File: config.mk
export PLATFORM = sky130hd
export DESIGN_NAME = windowed_range_obstacle_avoider_core
export DESIGN_NICKNAME = d
export VERILOG_FILES = /design/src/design/wroa_pkg.sv /design/src/design/windowed_range_obstacle_avoider_core.sv /design/src/design/wroa_ring.sv /design/src/design/wroa_decide.sv
export VERILOG_INCLUDE_DIRS = /design/src /design/src/design
export SDC_FILE = /design/constraint.sdc
export NUM_CORES = 1
export LEC_CHECK = 0
export BUFFER_PORTS_ARGS = -buffer_cell sky130_fd_sc_hd__buf_4
export CAP_MARGIN = 20
export CORE_ASPECT_RATIO = 1.75
export CORE_MARGIN = 10
export CORE_UTILIZATION = 55
export CTS_CLUSTER_SIZE = 10
export DETAILED_ROUTE_END_ITERATION = 6
export PLACE_DENSITY = 0.76
export SLEW_MARGIN = 20
export SYNTH_ARGS = -nofsm -noshare
export SYNTH_HDL_FRONTEND = slang
export SYNTH_SLANG_ARGS = --single-unit
File: constraint.sdc
create_clock -name clk -period 8.33 [get_ports clk]
set_input_delay 2.499 -clock clk [delete_from_list [all_inputs] [get_ports clk]]
set_output_delay 2.499 -clock clk [all_outputs]
set_load 0.005 [all_outputs]
File: src/design/windowed_range_obstacle_avoider_core_assert.svh
// Assertion macros shared by the obstacle avoider RTL.
// Depends on nothing; included by the modules that carry assertions.
`ifndef WINDOWED_RANGE_OBSTACLE_AVOIDER_CORE_ASSERT_SVH
`define WINDOWED_RANGE_OBSTACLE_AVOIDER_CORE_ASSERT_SVH

// Consequent must hold in the same cycle as the antecedent.
`define WROA_ASSERT_NOW(lbl, clk, rstn, ante, cons, msg) \
  lbl: assert property (@(posedge clk) disable iff (!rstn) (ante) |-> (cons)) else $error(msg);

// Consequent must hold in the cycle after the antecedent.
`define WROA_ASSERT_NEXT(lbl, clk, rstn, ante, cons, msg) \
  lbl: assert property (@(posedge clk) disable iff (!rstn) (ante) |=> (cons)) else $error(msg);

`endif

File: src/design/wroa_pkg.sv
// Shared types and constants of the windowed range obstacle avoider.
// Depends on nothing; imported by every module of the block.
`timescale 1ns / 1ps

package wroa_pkg;

  localparam int WINDOW_LEN = 8;
  localparam int SLOT_W     = (WINDOW_LEN > 1) ? $clog2(WINDOW_LEN) : 1;
  localparam int SENSORS    = 3;
  localparam int SENSOR_W   = 2;
  localparam int ADDR_W     = SENSOR_W + SLOT_W;
  localparam int MEM_DEPTH  = SENSORS << SLOT_W;
  localparam int SAMPLE_W   = 11;
  localparam int LIMIT_W    = 14;
  localparam int ACTION_W   = 2;
  localparam int CMD_W      = 2;
  localparam int CFG_IDX_W  = 1;
  // A sum of WINDOW_LEN samples in -1024..1023 never wraps at this width.
  localparam int SUM_W      = $clog2(WINDOW_LEN) + 12;
  localparam int CMP_W      = (SUM_W > LIMIT_W) ? SUM_W + 1 : LIMIT_W + 1;

  localparam logic signed [SAMPLE_W-1:0] SAMPLE_RESET = SAMPLE_W'(100);
  localparam logic signed [SUM_W-1:0]    SUM_RESET    = SUM_W'(100 * WINDOW_LEN);
  localparam logic [LIMIT_W-1:0]         SIDE_RESET   = LIMIT_W'(240);
  localparam logic [LIMIT_W-1:0]         FRONT_RESET  = LIMIT_W'(320);

  // Action codes of an input item.
  localparam logic [ACTION_W-1:0] ACT_LEFT   = 2'd0;
  localparam logic [ACTION_W-1:0] ACT_CENTRE = 2'd1;
  localparam logic [ACTION_W-1:0] ACT_RIGHT  = 2'd2;
  localparam logic [ACTION_W-1:0] ACT_TICK   = 2'd3;

  // Configuration register indexes.
  localparam logic [CFG_IDX_W-1:0] REG_SIDE_LIMIT  = 1'b0;
  localparam logic [CFG_IDX_W-1:0] REG_FRONT_LIMIT = 1'b1;

  // Command codes, two's complement.
  localparam logic signed [CMD_W-1:0] CMD_NEG  = 2'sb11;
  localparam logic signed [CMD_W-1:0] CMD_ZERO = 2'sb00;
  localparam logic signed [CMD_W-1:0] CMD_POS  = 2'sb01;

  typedef logic signed [SUM_W-1:0] sum_t;

  typedef struct packed {
    sum_t left;
    sum_t centre;
    sum_t right;
  } wroa_sums_t;

  // Status of the item held in the update stage.
  typedef struct packed {
    logic valid;
    logic tick;
  } wroa_s2_t;

endpackage

File: src/design/windowed_range_obstacle_avoider_core.sv
// Top level of the windowed range obstacle avoider: channels, config, output register.
// Depends on wroa_pkg, wroa_ring, wroa_decide and the assertion macro header.
//
// Usage. Each input item carries an action and a sample. Actions left, centre
// and right push the sample into that sensor's window of the last WINDOW_LEN
// samples and update its running sum; they produce no result item. A decide
// tick compares the three sums with side_limit and front_limit and produces
// exactly one result item with the drive and turn commands.
// Throughput is one item per cycle while in_stall is low, set by the single
// read and write port of the ring memory: each item reads its entry on
// acceptance and writes it back in the next cycle, with the write forwarded to
// a following read of the same entry. A tick result passes from the update
// stage into the output register. While the receiver stalls, the result
// register holds its item and the input still accepts until a second tick is
// waiting behind it; then in_stall rises until the output is taken.
// Reset (rst_n low at a clock edge) loads the default limits, clears the
// slot pointers and sets each sum to 100 times the window length; the ring
// entries read as 100 until first written, so no clearing pass is needed and
// items are accepted right after reset. Configuration writes are taken in any
// cycle and should be issued only while the block is idle.
`timescale 1ns / 1ps
`include "windowed_range_obstacle_avoider_core_assert.svh"

module windowed_range_obstacle_avoider_core
  import wroa_pkg::*;
(
  input  logic                       clk,
  input  logic                       rst_n,
  input  logic                       in_valid,
  output logic                       in_stall,
  input  logic [ACTION_W-1:0]        in_action,
  input  logic signed [SAMPLE_W-1:0] in_sample,
  output logic                       out_valid,
  input  logic                       out_stall,
  output logic signed [CMD_W-1:0]    out_linear_cmd,
  output logic signed [CMD_W-1:0]    out_angular_cmd,
  input  logic                       cfg_we,
  input  logic [CFG_IDX_W-1:0]       cfg_index,
  input  logic [LIMIT_W-1:0]         cfg_wdata
);

  logic [LIMIT_W-1:0]      side_limit_r;
  logic [LIMIT_W-1:0]      front_limit_r;
  logic                    out_valid_r, out_valid_nxt;
  logic signed [CMD_W-1:0] lin_r, ang_r;
  logic signed [CMD_W-1:0] dec_lin, dec_ang;

  wroa_s2_t   s2;
  wroa_sums_t sums;
  logic       out_space;
  logic       fire;
  logic       adv;
  logic       acc;

  // The output register can load when it is empty or being emptied.
  assign out_space = !out_valid_r || !out_stall;
  // A tick leaves the update stage only into the output register; samples
  // always leave.
  assign fire      = s2.valid && s2.tick && out_space;
  assign adv       = s2.valid && (!s2.tick || out_space);
  assign in_stall  = s2.valid && !adv;
  assign acc       = in_valid && !in_stall;

  wroa_ring u_ring (
    .clk    (clk),
    .rst_n  (rst_n),
    .acc    (acc),
    .action (in_action),
    .sample (in_sample),
    .adv    (adv),
    .s2     (s2),
    .sums   (sums)
  );

  wroa_decide u_decide (
    .clk         (clk),
    .rst_n       (rst_n),
    .fire        (fire),
    .sums        (sums),
    .side_limit  (side_limit_r),
    .front_limit (front_limit_r),
    .lin         (dec_lin),
    .ang         (dec_ang)
  );

  always_comb begin
    priority if (fire) begin
      out_valid_nxt = 1'b1;
    end else if (out_stall) begin
      out_valid_nxt = out_valid_r;
    end else begin
      out_valid_nxt = 1'b0;
    end
  end

  always_ff @(posedge clk) begin
    if (!rst_n) begin
      out_valid_r   <= 1'b0;
      side_limit_r  <= SIDE_RESET;
      front_limit_r <= FRONT_RESET;
    end else begin
      out_valid_r <= out_valid_nxt;
      if (cfg_we) begin
        unique case (cfg_index)
          REG_SIDE_LIMIT:  side_limit_r  <= cfg_wdata;
          REG_FRONT_LIMIT: front_limit_r <= cfg_wdata;
          default: ;
        endcase
      end
    end
  end

  always_ff @(posedge clk) begin
    if (fire) begin
      lin_r <= dec_lin;
      ang_r <= dec_ang;
    end
  end

  assign out_valid       = out_valid_r;
  assign out_linear_cmd  = lin_r;
  assign out_angular_cmd = ang_r;

  `WROA_ASSERT_NOW(a_stall_needs_full_out, clk, rst_n, in_stall, out_valid_r && s2.tick, "input stalled without a blocked tick")
  `WROA_ASSERT_NOW(a_result_from_tick, clk, rst_n, $rose(out_valid_r), $past(s2.valid && s2.tick), "result without a tick")
  `WROA_ASSERT_NEXT(a_sample_passes, clk, rst_n, s2.valid && !s2.tick, !s2.valid || $past(acc), "sample held in update stage")

endmodule

File: src/design/wroa_ring.sv
// Sample rings in one synchronous memory, slot pointers and running sums.
// Depends on wroa_pkg and the assertion macro header.
`timescale 1ns / 1ps
`include "windowed_range_obstacle_avoider_core_assert.svh"

module wroa_ring
  import wroa_pkg::*;
(
  input  logic                       clk,
  input  logic                       rst_n,
  input  logic                       acc,
  input  logic [ACTION_W-1:0]        action,
  input  logic signed [SAMPLE_W-1:0] sample,
  input  logic                       adv,
  output wroa_s2_t                   s2,
  output wroa_sums_t                 sums
);

  logic signed [SAMPLE_W-1:0] mem [MEM_DEPTH];
  logic [MEM_DEPTH-1:0]       vbit_r;
  logic [SLOT_W-1:0]          slot_r [SENSORS];
  sum_t                       sum_r  [SENSORS];

  logic                       s2_valid_r;
  logic                       s2_tick_r;
  logic [SENSOR_W-1:0]        s2_sensor_r;
  logic [ADDR_W-1:0]          s2_addr_r;
  logic signed [SAMPLE_W-1:0] s2_sample_r;
  logic signed [SAMPLE_W-1:0] rd_data_r;
  logic                       rd_vld_r;
  logic                       fwd_r;
  logic signed [SAMPLE_W-1:0] fwd_data_r;

  logic                       is_tick;
  logic [SENSOR_W-1:0]        sensor;
  logic [ADDR_W-1:0]          rd_addr;
  logic                       wr_en;
  logic signed [SAMPLE_W-1:0] old_val;
  sum_t                       sum_nxt;

  assign is_tick = (action == ACT_TICK);
  assign sensor  = action;
  assign rd_addr = {sensor, slot_r[sensor]};
  assign wr_en   = s2_valid_r && !s2_tick_r && adv;

  // The entry leaving the window: a write made in the same cycle as its read is forwarded.
  assign old_val = fwd_r ? fwd_data_r : (rd_vld_r ? rd_data_r : SAMPLE_RESET);
  assign sum_nxt = sum_r[s2_sensor_r] - SUM_W'(old_val) + SUM_W'(s2_sample_r);

  always_ff @(posedge clk) begin
    if (wr_en) begin
      mem[s2_addr_r] <= s2_sample_r;
    end
    if (acc && !is_tick) begin
      rd_data_r <= mem[rd_addr];
    end
  end

  always_ff @(posedge clk) begin
    if (acc) begin
      s2_tick_r   <= is_tick;
      s2_sensor_r <= sensor;
      s2_addr_r   <= rd_addr;
      s2_sample_r <= sample;
      fwd_data_r  <= s2_sample_r;
    end
  end

  always_ff @(posedge clk) begin
    if (!rst_n) begin
      s2_valid_r <= 1'b0;
      vbit_r     <= '0;
      rd_vld_r   <= 1'b0;
      fwd_r      <= 1'b0;
      for (int i = 0; i < SENSORS; i++) begin
        slot_r[i] <= '0;
        sum_r[i]  <= SUM_RESET;
      end
    end else begin
      if (acc) begin
        s2_valid_r <= 1'b1;
      end else if (adv) begin
        s2_valid_r <= 1'b0;
      end
      if (acc && !is_tick) begin
        rd_vld_r <= vbit_r[rd_addr];
        fwd_r    <= wr_en && (s2_addr_r == rd_addr);
        if (slot_r[sensor] == SLOT_W'(WINDOW_LEN - 1)) begin
          slot_r[sensor] <= '0;
        end else begin
          slot_r[sensor] <= slot_r[sensor] + 1'b1;
        end
      end
      if (wr_en) begin
        vbit_r[s2_addr_r]  <= 1'b1;
        sum_r[s2_sensor_r] <= sum_nxt;
      end
    end
  end

  assign s2.valid    = s2_valid_r;
  assign s2.tick     = s2_tick_r;
  assign sums.left   = sum_r[ACT_LEFT];
  assign sums.centre = sum_r[ACT_CENTRE];
  assign sums.right  = sum_r[ACT_RIGHT];

  `WROA_ASSERT_NEXT(a_acc_fills_s2, clk, rst_n, acc, s2_valid_r, "accepted item lost")
  `WROA_ASSERT_NOW(a_slots_in_range, clk, rst_n, 1'b1, (slot_r[0] <= SLOT_W'(WINDOW_LEN - 1)) && (slot_r[1] <= SLOT_W'(WINDOW_LEN - 1)) && (slot_r[2] <= SLOT_W'(WINDOW_LEN - 1)), "slot out of window")

endmodule

File: src/design/wroa_decide.sv
// Decision logic for a tick: limit compares, command choice, oscillation state.
// Depends on wroa_pkg.
`timescale 1ns / 1ps

module wroa_decide
  import wroa_pkg::*;
(
  input  logic                     clk,
  input  logic                     rst_n,
  input  logic                     fire,
  input  wroa_sums_t               sums,
  input  logic [LIMIT_W-1:0]       side_limit,
  input  logic [LIMIT_W-1:0]       front_limit,
  output logic signed [CMD_W-1:0]  lin,
  output logic signed [CMD_W-1:0]  ang
);

  logic                    osc_r, osc_nxt;
  logic signed [CMD_W-1:0] last_turn_r, last_turn_nxt;
  logic signed [CMD_W-1:0] prev_lin_r, prev_ang_r;
  logic signed [CMD_W-1:0] base_ang;
  logic signed [CMP_W-1:0] side_x, front_x, l_x, c_x, r_x;
  logic                    err, lc, cc, rc;

  assign side_x  = $signed({{(CMP_W - LIMIT_W){1'b0}}, side_limit});
  assign front_x = $signed({{(CMP_W - LIMIT_W){1'b0}}, front_limit});
  assign l_x     = CMP_W'(sums.left);
  assign c_x     = CMP_W'(sums.centre);
  assign r_x     = CMP_W'(sums.right);

  assign err = (sums.left == '1) || (sums.centre == '1) || (sums.right == '1);
  assign lc  = l_x < side_x;
  assign cc  = c_x < front_x;
  assign rc  = r_x < side_x;

  always_comb begin
    osc_nxt       = osc_r;
    last_turn_nxt = last_turn_r;
    lin           = CMD_ZERO;
    base_ang      = CMD_ZERO;
    priority if (err) begin
      lin      = CMD_ZERO;
      base_ang = CMD_ZERO;
    end else if (lc || cc || rc) begin
      osc_nxt = 1'b0;
      lin     = CMD_NEG;
      if (lc) begin
        lin           = CMD_ZERO;
        base_ang      = CMD_NEG;
        last_turn_nxt = CMD_NEG;
      end
      if (rc) begin
        lin           = CMD_ZERO;
        base_ang      = CMD_POS;
        last_turn_nxt = CMD_POS;
      end
      if ((lc && rc) || cc) begin
        lin      = CMD_NEG;
        base_ang = CMD_ZERO;
      end
    end else begin
      lin = CMD_POS;
      if ((prev_lin_r == CMD_NEG) && (prev_ang_r == CMD_ZERO)) begin
        osc_nxt = 1'b1;
      end
    end
    ang = osc_nxt ? last_turn_nxt : base_ang;
  end

  always_ff @(posedge clk) begin
    if (!rst_n) begin
      osc_r       <= 1'b0;
      last_turn_r <= CMD_POS;
      prev_lin_r  <= CMD_ZERO;
      prev_ang_r  <= CMD_ZERO;
    end else if (fire) begin
      osc_r       <= osc_nxt;
      last_turn_r <= last_turn_nxt;
      prev_lin_r  <= lin;
      prev_ang_r  <= ang;
    end
  end

endmodule
**Word level (Yosys, flattened, before mapping)**

Memories as Yosys holds them, arrays and structs flattened. A register that Yosys moved wholly into a read port is not among the register bits.
Cells that the tools add are included.

- Flip-flop bits (word level): 97
- Memory bits (writable): 318
- Memories kept: 3

Memory list:

| name | depth | width | read ports | clocked after memory_dff | wr ports | line | text |
|---|---|---|---|---|---|---|---|
| u_ring.mem | 24 | 11 | 1 | 1 | 1 | wroa_ring.sv:19 | `logic signed [SAMPLE_W-1:0] mem [MEM_DEPTH];` |
| u_ring.sum_r | 3 | 15 | 4 | 1 | 3 | wroa_ring.sv:22 | `sum_t sum_r [SENSORS];` |
| u_ring.slot_r | 3 | 3 | 1 | 0 | 3 | wroa_ring.sv:21 | `logic [SLOT_W-1:0] slot_r [SENSORS];` |

- Add/subtract/negate cells: 3
- Order comparisons: 6
- Equality and inequality tests: 8
- Multiplexer cells: 49
- Bitwise operators: 3
- Reductions and logical operators: 31

Operators with widths:

| operator | number |
|---|---|
| equality test 15 bit, second input constant | 3 |
| < comparator 15 bit | 3 |
| two-way mux 2 bit | 18 |
| two-way mux 1 bit | 24 |
| bitwise OR 24 bit | 1 |
| two-way mux 11 bit | 2 |
| adder 15 x 11 -> 15 bit | 1 |
| two-way mux 15 bit | 1 |
| OR reduction 15 bit | 1 |
| subtractor 15 x 11 -> 15 bit | 1 |
| logical AND 1 bit | 12 |
| < comparator 5 x 6 -> 1 bit, second input constant | 2 |
| logical OR 1 bit | 7 |
| zero test 1 bit | 6 |
| two-way mux 3 bit | 2 |
| binary-select mux 1 bit (select 5 bit) | 1 |
| demux 1 bit (select 5 bit) | 1 |
| equality test 5 bit | 1 |
| >= comparator 5 x 1 -> 1 bit, second input constant | 1 |
| AND reduction 2 bit | 2 |
| adder 3 x 1 -> 3 bit, second input constant | 1 |
| equality test 3 bit, second input constant | 1 |
| OR reduction 3 bit | 1 |
| equality test 2 x 1 -> 1 bit, second input constant | 1 |
| other kinds (6) | 6 |

**Logic depth before layout (Yosys ltp)**

Gate-level depths: netlist of run 1.

- Word-level depth: 15
- Gate-level depth with buffers: 17
- Depth with buffers taken out: 15

**Modules after synthesis**

Synthesis of run 1 repeated with hierarchy kept, for this count alone.

- Cell total of the unflattened synthesis: 1282
- Area total of the unflattened synthesis: 19556.3 µm²

By module, submodules not included:

| module | times used | cells each | area each (µm²) |
|---|---|---|---|
| wroa_ring | 1 | 964 | 16814.9 |
| wroa_decide | 1 | 188 | 1415.1 |
| windowed_range_obstacle_avoider_core | 1 | 130 | 1326.3 |

**Worst setup path before layout of run 1**

Ideal clock, no wire load.

- Path type: input port to output port
- Start point: in out_stall
- End point: out in_stall
- Arrival time: 2731 ps
- Setup slack: 3100 ps
- Cell stages on the path: 2
- Path through: nand2_1 nor2_1

- Cells in the longest elaborated chain, start to end: 6

Ends and longest elaborated chain:

| what | line | text |
|---|---|---|
| from (decl) | windowed_range_obstacle_avoider_core.sv:34 | `input logic out_stall,` |
| zero test 1 bit | windowed_range_obstacle_avoider_core.sv:56 | `assign out_space = !out_valid_r \|\| !out_stall;` |
| logical OR 1 bit | windowed_range_obstacle_avoider_core.sv:56 |  |
| logical OR 1 bit | windowed_range_obstacle_avoider_core.sv:60 | `assign adv = s2.valid && (!s2.tick \|\| out_space);` |
| logical AND 1 bit | windowed_range_obstacle_avoider_core.sv:60 |  |
| zero test 1 bit | windowed_range_obstacle_avoider_core.sv:61 | `assign in_stall = s2.valid && !adv;` |
| logical AND 1 bit | windowed_range_obstacle_avoider_core.sv:61 |  |
| to (decl) | windowed_range_obstacle_avoider_core.sv:30 | `output logic in_stall,` |

Every way passes these cells.

**Final worst setup path of run 1**

Ends and elaborated chain as after synthesis.

==> metrics.md, run 1 <==
| Metric | Value |
|---|---|
| Largest net degree at the start of global routing | 76 |
| Worst reg2reg path depth | 13 |
| Switching Fraction | 23.5% |
| Post-synth top flop | edfxtp_1 |
| DRC viols | 0 |
| WS Path Type | primary input to output port |
| Post-DP HPWL | 28700 µm |
| N_diodes | 0 |
| Final Util | 61.9% |
| Avg WL per Cell | 24.0 µm |
| Worst hold slack | 0.448 ns |
| Initial antenna violation count | 0 |
| Simple-gate share of the synthesized area | 7.35% |
| Synthesis-to-layout area growth | 11.6% |
| Area of the mapped netlist | 19100 µm² |
| Mux share of post-synthesis cell area | 12.7% |
| H-tree levels | 2 |
| Max-slew violations | 0 |
| CTS resizes | 0 |
| Type of the tightest min-delay check | flop to flop |
| Port Buf Inserts | 38 |
| Skew-Pair Late Insertion Delay | 0.57 ns |
| Initial Util | 55.5% |
| Maxcap violations | 0 |
| Core area | 34500 µm² |
| Peak VDD IR | 0.191 mV |
| Layout cell share with drive strength beyond 1 | 17.0% |
| Global route overflow | 0 |
| Final hold vios | 0 |
| Antenna Nets Post-Route | 0 |
| Drt pass-1 iters | 5 |
| Synth Instances | 1252 |
| Largest family of logic cells by synthesized area | multiplexers |
| Row count | 90 |
| Comb pwr share | 10.5% |
| Internal | 3.85 mW |
| RR Endpoint | u_ring.sum_r[0][13] |
| Clock power frac | 39.4% |
| Clock Tree Buf Depth | 3 |
| Hold path cells | 1 |
| Max Freq | 183 MHz |
| CP Capture Type | output port |
| Setup TNS | 0 ns |
| Die height | 267 µm |
| Part of the Yosys area used for sequential elements | 66.3% |
| Synth Area in Adders | 5.13% |
| Worst endpoint data arrival time | 2.96 ns |
| Slew headroom | 25.0% |
| Iter 0 DRT Violations | 665 |
| Hold path startpoint | u_decide.last_turn_r[0] |
| Post-synth EDFFs | 379 |
| Total global-route track usage | 20.1% |
| Clk_skew | 0.0232 ns |
| Tmin final | 5.46 ns |
| Clock buffer count from CTS | 51 |
| Routed WL | 43100 µm |
| Vias per cell | 5.96 |
| Worst hold path endpoint | u_decide.last_turn_r[0] |
| Reg power frac | 50.1% |
| Synth Area in XOR/XNOR | 0.870% |
| Setup repair bufs after CTS | 0 |
| Routability cong. | 0.879 |
| First-pass GRT wire length | 65900 µm |
| Reg2reg setup slack | 3.68 ns |
| Synth Warn # | 0 |
| Fin crit share | 65.5% |
| Setup violations, final | 0 |
| Leakage | 7.41 nW |
| Vias after detailed routing | 10700 |
| Startpoint types | primary input |
| IO Count | 39 |
| Unique masters post-synth | 60 |
| Outcome | completed |
| Async set-reset flop share out of synthesis | 0% |
| Clock sink total | 444 |
| Clock-pin slew on the worst setup and hold paths | 0.05 ns |
| Total power | 5.04 mW |
| RSZ-0062 raised after global routing | false |
| Max FO, Critical Path | 4 |
| Synthesized area per cell | 15.3 µm² |
| Number of global-route vias before repair | 11400 |
| Seq cells post-synth | 444 |
| Worst-margin pin slew | 1.13 ns |
| Post-synthesis compound-gate area fraction | 4.52% |
| Switching pwr | 1.19 mW |
| CTS tree | built |
| Nets | 1411 |
| Root Driver | clkbuf_16 |
| PD cells | 236 nW/µm² |
| CP required | 5.83 ns |
| Hold Buf Count CTS | 0 |
| Die Wd | 161 µm |
| Die ar. | 42900 µm² |
worst max-delay path, stage by stage:
cell     delay, ns
buf_4         0.08
nand2_1       0.08
nor2_1        0.16
buf_4         0.14
worst max-delay path by stage:
stage,start,endpoint,slack (ns),cells after the start
after floorplan,out_stall,in_stall,3.10,2
after detailed placement,in_action[0],u_ring.rd_vld_r,2.39,7
after global routing,in_action[0],u_ring.rd_vld_r,2.76,7
after CTS,out_stall,in_stall,2.86,4
final,out_stall,in_stall,2.87,4
after global placement,in_action[0],u_ring.rd_vld_r,2.44,7
logic make-up after synthesis:
family | Yosys count
compound gates | 138
xor+xnor | 19
fa+ha+maj | 70
buf+inv | 141
flops | 444
mux | 114
other cells | 1
simple gates | 325
stage by stage:
stage                     instances  area, µm²  worst slack (ns)
after global placement         1715      19900              2.44
after CTS                      1798      21300              2.86
final                          1798      21300              2.87
after global routing           1798      21300              2.76
after detailed placement       1715      19900              2.39
after floorplan                1254      19100              3.10
routing by layer:
| layer | vias up | track usage, % | part of all wire, % |
|---|---|---|---|
| met2 | 379 | 37.7 | 56 |
| met5 | - | 0 | 0 |
| met4 | 0 | 11.3 | 5.5 |
| met1 | 5404 | 20.8 | 34 |
| met3 | 137 | 2.87 | 4.8 |
| li1 | 4805 | - | - |
cell type report:
| class | count | area, µm² |
|---|---|---|
| Timing Repair Buffer | 51 | 383 |
| Sequential cell | 444 | 12700 |
| Fill cell | 2502 | 13100 |
| Tap cell | 460 | 576 |
| Inverter | 91 | 342 |
| Clock inverter | 3 | 37.5 |
| Multi-Input combinational cell | 669 | 5900 |
| Clock buffer | 80 | 1420 |
placed cells by master, fill, tap and decap left out, drive strengths merged, types with 33 or more instances in the layout:
cell | netlist | routed
buf | 19 | 51
nand2 | 106 | 106
o21ai | 33 | 33
inv | 91 | 94
nor2 | 139 | 139
edfxtp | 379 | 379
a21oi | 46 | 46
mux4 | 102 | 102
dfxtp | 65 | 65
clkbuf | 31 | 80
ha | 56 | 56
sequential cells by signal, indices dropped and copies added (netlist names), 2 cells and up, named ones only:
register and flops:
side_limit_r 14, u_ring.mem 264, u_decide.prev_ang_r 2, u_ring.s2_addr_r 5, u_ring.s2_sample_r 11, u_ring.rd_data_r 11
u_decide.prev_lin_r 2, u_decide.last_turn_r 2, out_linear_cmd 2, u_ring.slot_r 12, out_angular_cmd 2, front_limit_r 14
u_ring.sum_r 60, u_ring.vbit_r 24, u_ring.fwd_data_r 11
power by group through the flow:
| stage | Combinational (mW) | Sequential [mW] | Clock, mW |
|---|---|---|---|
| finish | 0.529 | 2.52 | 1.99 |
| global route | 0.585 | 2.53 | 2.10 |
| CTS | 0.532 | 2.52 | 2.02 |
| detailed placement | 0.525 | 2.57 | 0 |
| global placement | 0.511 | 2.56 | 0 |
| floorplan | 0.411 | 2.54 | 0 |
cell usage after synthesis, drive strengths merged (4+ instances only):
master	count	share of area, %
a21o	9	0.35
a21oi	46	1.2
a22o	5	0.23
and2	5	0.16
and3	9	0.29
buf	19	0.69
clkbuf	31	0.61
dfxtp	65	6.8
edfxtp	379	60
fa	14	1.5
ha	56	3.7
inv	91	1.8
mux2i	12	0.63
mux4	102	12
nand2	106	2.1
nand2b	7	0.23
nand3	12	0.31
nand4	11	0.36
nor2	139	2.7
nor2b	9	0.29
nor3	10	0.26
nor4	6	0.20
o211ai	7	0.27
o21a	6	0.24
o21ai	33	0.86
o31ai	6	0.24
or3	4	0.13
xnor2	10	0.46
xor2	9	0.41
No activity file was read; power rests on OpenSTA's default activity.
==> run 2, diff against run 1 <==
ABC_AREA = 1   (was unset)
clock period = 5.38 ns   (was 8.33 ns; I/O delays follow)
==> run 2 against run 1 <==
Compared with the run above:
- global-route usage rose by 1.7 points
- sequential share of layout area decreased by 2.5 points
- count of clock-buffer cells in the layout is 9 higher
- synthesized cell count up 51%
- critical path depth grew 13
- sequential power is 54% higher
- critical path type is now flop to flop
- register-to-register slack got worse by 2.4 ns
- die area increased by 3.9%
- hold slack got worse by 0.0018 ns
- cell count increased by 36%
==> metrics.md, run 2 <==
| Metric | Value |
|---|---|
| CP most frequent cell | nand2_1 |
| Unique masters post-synth | 47 |
| Nets | 2043 |
| CTS tree | built |
| Routed WL | 49200 µm |
| Synthesized area per cell | 10.5 µm² |
| Most frequent cells in the layout | edfxtp_1, nor2_1, inv_1, nand2_1, o21ai_0 |
| Leakage | 8.52 nW |
| Tmin final | 4.12 ns |
| First-pass GRT wire length | 75900 µm |
| Global route overflow | 0 |
| Die Wd | 164 µm |
| Placed Area | 20700 µm² |
| CP Capture Type | flop |
| RSZ-0062 raised after global routing | false |
| IO Count | 39 |
| N_diodes | 0 |
| Count leader, synth | edfxtp_1 |
| Commonest non-fill, non-tap cell in the layout | edfxtp_1 |
| Clk_skew | 0.0160 ns |
| Iter 0 DRT Violations | 1141 |
| Clock buffer count from CTS | 50 |
| Post-DP HPWL | 33200 µm |
| Simple-gate share of the synthesized area | 14.4% |
| Port Buf Inserts | 38 |
| Area of the mapped netlist | 19900 µm² |
| Worst-margin pin slew | 1.13 ns |
| CP top delay family | adder cells |
| H-tree levels | 2 |
| CP required | 5.69 ns |
| Max FO, Critical Path | 24 |
| Routability cong. | 0.953 |
| Max-slew violations | 0 |
| Initial antenna violation count | 0 |
| Clock sink total | 444 |
| Post-synth EDFFs | 379 |
| Die ar. | 44600 µm² |
| Largest net degree at the start of global routing | 204 |
| Number of global-route vias before repair | 14100 |
| Top post-synthesis cells by count | edfxtp_1, nor2_1, inv_1, nand2_1, o21ai_0 |
| Total global-route track usage | 21.8% |
| Post-synthesis compound-gate area fraction | 10.0% |
| Largest Register | u_ring.mem |
| Largest regs | u_ring.mem (264), u_ring.sum_r (60), u_ring.vbit_r (24) |
| Async set-reset flop share out of synthesis | 0% |
| WS Path Type | flop to flop |
| Top cells by area, synth | edfxtp_1, dfxtp_1, nor2_1, inv_1, nand2_1 |
| Worst reg2reg path depth | 17 |
| Startpoint types | flop |
| Post-synth top flop | edfxtp_1 |
| Fin crit share | 76.6% |
| Reg2reg setup slack | 1.26 ns |
| Fillers | 2800 |
| Antenna Nets Post-Route | 0 |
| Setup TNS | 0 ns |
| Drt pass-1 iters | 5 |
| Post-route cell area | 22300 µm² |
| CP Buf/Inv Count | 3 |
| Final hold vios | 0 |
| Seq cells post-synth | 444 |
| Cell Chain, Critical Path | inv_1 > a21oi_1 > a32o_1 > fa_1 > fa_1 > inv_1 > nand2_1 > o21ai_0 > buf_4 > nand4_1 > nand3_1 > nand2_1 > nand2_1 > nand2_1 > nand2_1 > xor2_1 > nor2_1 |
| Part of the Yosys area used for sequential elements | 63.6% |
| Die height | 272 µm |
| Largest register FFs | 264 |
| Layout cell share with drive strength beyond 1 | 8.13% |
| Slew headroom | 24.2% |
| Core area | 35900 µm² |
| CTS resizes | 0 |
| Critical path depth | 17 |
| Outcome | completed |
| Synth Instances | 1892 |
| Synth Area in Adders | 4.92% |
| Synth Area in XOR/XNOR | 0.747% |
| Synth Warn # | 0 |
| Setup violations, final | 0 |
| Initial Util | 55.5% |
| Worst path slowest cell | inv_1 |
| Vias after detailed routing | 14000 |
| Synthesis-to-layout area growth | 11.7% |
| Largest family of logic cells by synthesized area | simple AND/OR/NAND/NOR gates |
| Synth area leader | edfxtp_1 |
| Avg WL per Cell | 20.1 µm |
| Hold Buf Count CTS | 0 |
| PD cells | 367 nW/µm² |
| Share of the synthesized area in the top cell type | 57.1% |
| Type of the tightest min-delay check | flop to flop |
| Peak VDD IR | 0.295 mV |
| Setup repair bufs after CTS | 0 |
| Skew-Pair Late Insertion Delay | 0.59 ns |
| Hold path cells | 2 |
| Clock Tree Buf Depth | 3 |
| DRC viols | 0 |
| Slowest stage delay, CP | 0.58 ns |
| Vias per cell | 5.73 |
| Worst endpoint data arrival time | 4.43 ns |
| Root Driver | clkbuf_16 |
| Clock-pin slew on the worst setup and hold paths | 0.06 ns |
| Mux share of post-synthesis cell area | 0% |
| Maxcap violations | 0 |
| Max Freq | 243 MHz |
| Row count | 92 |
[run 2: cell count changes in the layout (fill, tap and decap cells not counted), sizes merged, moves of 10 or more]
cell,previous run,this run
a21oi,46,122
buf,51,73
inv,94,228
mux2i,12,0
mux4,102,0
nand2,106,202
nand3,12,137
nor2,139,319
o211ai,7,17
o21ai,33,183
[run 2: area by class of cell]
cell class,count,area (µm²),share of cell area (%)
Clock buffer,89,1410,6.32
Timing Repair Buffer,73,573,2.57
Multi-Input combinational cell,1143,6080,27.3
Clock inverter,4,88.8,0.399
Sequential cell,444,12700,56.9
Tap cell,470,588,2.64
Inverter,228,857,3.85
[run 2: cell families (layout without fill, tap and decap cells)]
kind of cell	after synthesis	after routing
compound gates	361	361
xor+xnor	17	17
flops	444	444
fa+ha+maj	70	70
simple gates	692	692
other cells	1	3
buf+inv	307	394
[run 2: worst paths after layout]
path,from,to
min reg2reg,u_decide.last_turn_r[0],u_decide.last_turn_r[0]
max reg2reg,flop,u_ring.sum_r[2][14]
min,u_decide.last_turn_r[0],u_decide.last_turn_r[0]
max,flop,u_ring.sum_r[2][14]
[run 2: stage by stage]
step                      total power, mW  cells  utilization [%]  setup WS (ns)  hold WS, ns
final                                8.18   2451             62.0           1.26        0.446
after global placement               5.02   2354             57.7           1.08        0.426
after floorplan                      4.74   1894                -          0.700        0.414
after CTS                            8.18   2448             61.9           1.25        0.452
after detailed placement             5.07   2355             57.7           1.05        0.440
after global routing                 8.47   2451             62.0          0.958        0.477
[run 2: power breakdown]
part           switching, mW  total (mW)  internal (mW)
clock network           1.34        3.16           1.82
registers             0.0444        3.89           3.84
logic                  0.772        1.13          0.362
total                   2.15        8.18           6.02
[run 2: metal layers]
layer	share of wire [%]	global-route usage, %	wire, µm
met2	54	40.0	26500
met5	0	0	0
met3	5.4	2.93	2640
met1	34	22.5	16800
met4	6.5	14.2	3170
[run 2: worst register-to-register path: stages (launching register included)]
cell,delay (ns)
dfxtp_1,0.40
inv_1,0.58
a21oi_1,0.12
a32o_1,0.27
fa_1,0.51
fa_1,0.46
inv_1,0.07
nand2_1,0.06
o21ai_0,0.26
buf_4,0.21
nand4_1,0.08
nand3_1,0.16
nand2_1,0.07
nand2_1,0.06
nand2_1,0.04
nand2_1,0.07
xor2_1,0.33
nor2_1,0.09
==> run 3, diff against run 2 <==
clock period = 3.9 ns   (was 5.38 ns; I/O delays follow)
==> run 3 against run 2 <==
Compared with the run above:
- combinational power grew 42%
- sequential power grew 38%
- sequential share of layout area shrank 0.45 points
==> metrics.md, run 3 (synthesis results as in run 2) <==
| Metric | Value |
|---|---|
| Hold path cells | 2 |
| Maxcap violations | 0 |
| Port Buf Inserts | 38 |
| Worst path slowest cell | fa_1 |
| Drt pass-1 iters | 7 |
| CTS resizes | 0 |
| Number of global-route vias before repair | 14300 |
| DP Worst Slack | 0.295 ns |
| Max Freq | 281 MHz |
| RSZ-0062 raised after global routing | false |
| Layout cell share with drive strength beyond 1 | 8.82% |
| Tmin final | 3.56 ns |
| PD cells | 499 nW/µm² |
| Type of the tightest min-delay check | flop to flop |
| Critical path depth | 17 |
| CP most frequent cell | nand2_1 |
| N_diodes | 0 |
| Setup violations, final | 0 |
| Clk_skew | 0.0181 ns |
| WS Path Type | flop to flop |
| Outcome | completed |
| Die height | 272 µm |
| Comb pwr share | 14.3% |
| Peak VDD IR | 0.354 mV |
| Avg WL per Cell | 20.3 µm |
| Setup repair bufs after CTS | 0 |
| Switching Fraction | 26.2% |
| Clock sink total | 444 |
| Clock buffer count from CTS | 50 |
| Nets | 2069 |
| Post-route cell area | 22500 µm² |
| Largest Register | u_ring.mem |
| Largest register FFs | 264 |
| Total global-route track usage | 22.4% |
| Non-Filler Instances | 2477 |
| Setup TNS | 0 ns |
| Worst-margin pin slew | 1.08 ns |
| Startpoint types | flop |
| Synthesis-to-layout area growth | 12.6% |
| Clock Tree Buf Depth | 3 |
| CTS tree | built |
| H-tree levels | 2 |
| Vias after detailed routing | 14100 |
| Die ar. | 44600 µm² |
| Initial Util | 55.5% |
| Iter 0 DRT Violations | 1189 |
| IO Count | 39 |
| Clock power frac | 37.9% |
| Slew headroom | 27.5% |
| Final Util | 62.5% |
| Largest net degree at the start of global routing | 82 |
| Reg power frac | 47.9% |
| Largest regs | u_ring.mem (264), u_ring.sum_r (60), u_ring.vbit_r (24) |
| Skew-Pair Late Insertion Delay | 0.57 ns |
| Max-slew violations | 0 |
| Total power | 11.2 mW |
| CP Capture Type | flop |
| Clock-pin slew on the worst setup and hold paths | 0.06 ns |
| Worst hold slack | 0.464 ns |
| Vias per cell | 5.68 |
| Hold Buf Count CTS | 0 |
| Core area | 35900 µm² |
| CP required | 4.19 ns |
| Leakage | 8.66 nW |
| CP top delay family | adder cells |
| Placed insts | 2384 |
| CP Buf/Inv Count | 3 |
| Post-DP HPWL | 34500 µm |
| Fin crit share | 91.3% |
| Hold path startpoint | u_ring.vbit_r[12] |
| Global route overflow | 0 |
| Routed WL | 50300 µm |
| Slowest stage delay, CP | 0.51 ns |
| Row count | 92 |
| First-pass GRT wire length | 77600 µm |
| Cell Chain, Critical Path | buf_4 > a21oi_1 > a32o_1 > fa_1 > fa_1 > inv_1 > nand2_1 > o21ai_0 > buf_4 > nand4_1 > nand3_1 > nand2_1 > nand2_1 > nand2_1 > nand2_1 > xor2_1 > nor2_1 |
| Routability cong. | 0.995 |
| Most frequent cells in the layout | edfxtp_1, nor2_1, inv_1, nand2_1, o21ai_0 |
| Placed Area | 21000 µm² |
| Max FO, Critical Path | 30 |
| Final hold vios | 0 |
| Worst endpoint data arrival time | 3.85 ns |
| Die Wd | 164 µm |
| Internal | 8.28 mW |
| Final setup margin | 0.338 ns |
| Root Driver | clkbuf_16 |
| Worst reg2reg path depth | 17 |
| Switching pwr | 2.94 mW |
| DRC viols | 0 |
| Initial antenna violation count | 1 |
| Commonest non-fill, non-tap cell in the layout | edfxtp_1 |
| Antenna Nets Post-Route | 0 |
==> run 3: changes by cell type in the layout (fill, tap and decap cells not counted), moves of 4 or more <==
cell / before / now
buf_12: 2 / 6
nor2_2: 15 / 6
buf_4: 71 / 93
nor2_1: 302 / 311
==> run 3: final timing paths <==
| kind | endpoint | slack (ns) |
|---|---|---|
| setup / recovery | u_ring.sum_r[2][14] | 0.34 |
| hold / removal | u_ring.vbit_r[12] | 0.46 |
| setup reg to reg | u_ring.sum_r[2][14] | 0.34 |
| hold reg to reg | u_ring.vbit_r[12] | 0.46 |
==> run 3: tightest hold or removal path, cell delays in order, from the launching register on <==
cell and delay [ns]:
dfxtp_1 0.32, nor2_1 0.04, nor2_1 0.07
==> run 3: power by group through the flow <==
stage | Combinational [mW] | Clock [mW] | Sequential (mW)
floorplan | 1.09 | 0 | 5.45
global placement | 1.52 | 0 | 5.46
detailed placement | 1.58 | 0 | 5.46
CTS | 1.59 | 4.29 | 5.36
global route | 1.79 | 4.50 | 5.37
finish | 1.60 | 4.25 | 5.37
==> run 3: layout make-up <==
cell class              instances  area (µm²)
clock buffers                  91        1430
clock inverters                 2        36.3
fillers                      2793       13500
inverters                     228         857
multi-input cells            1143        6040
flip-flops and latches        444       12700
well taps                     470         588
repair buffers                 99         818
==> run 3: metal layers <==
layer  wire length [µm]  global-route usage, %  share of wire, %  up-vias
met1              17400                   23.1                35     6739
met3               2770                   3.37               5.5      169
met5                 13                      0             0.026        -
met4               3090                   13.4               6.2        2
met2              26900                   41.4                54      540
li1                   -                      -                 -     6617
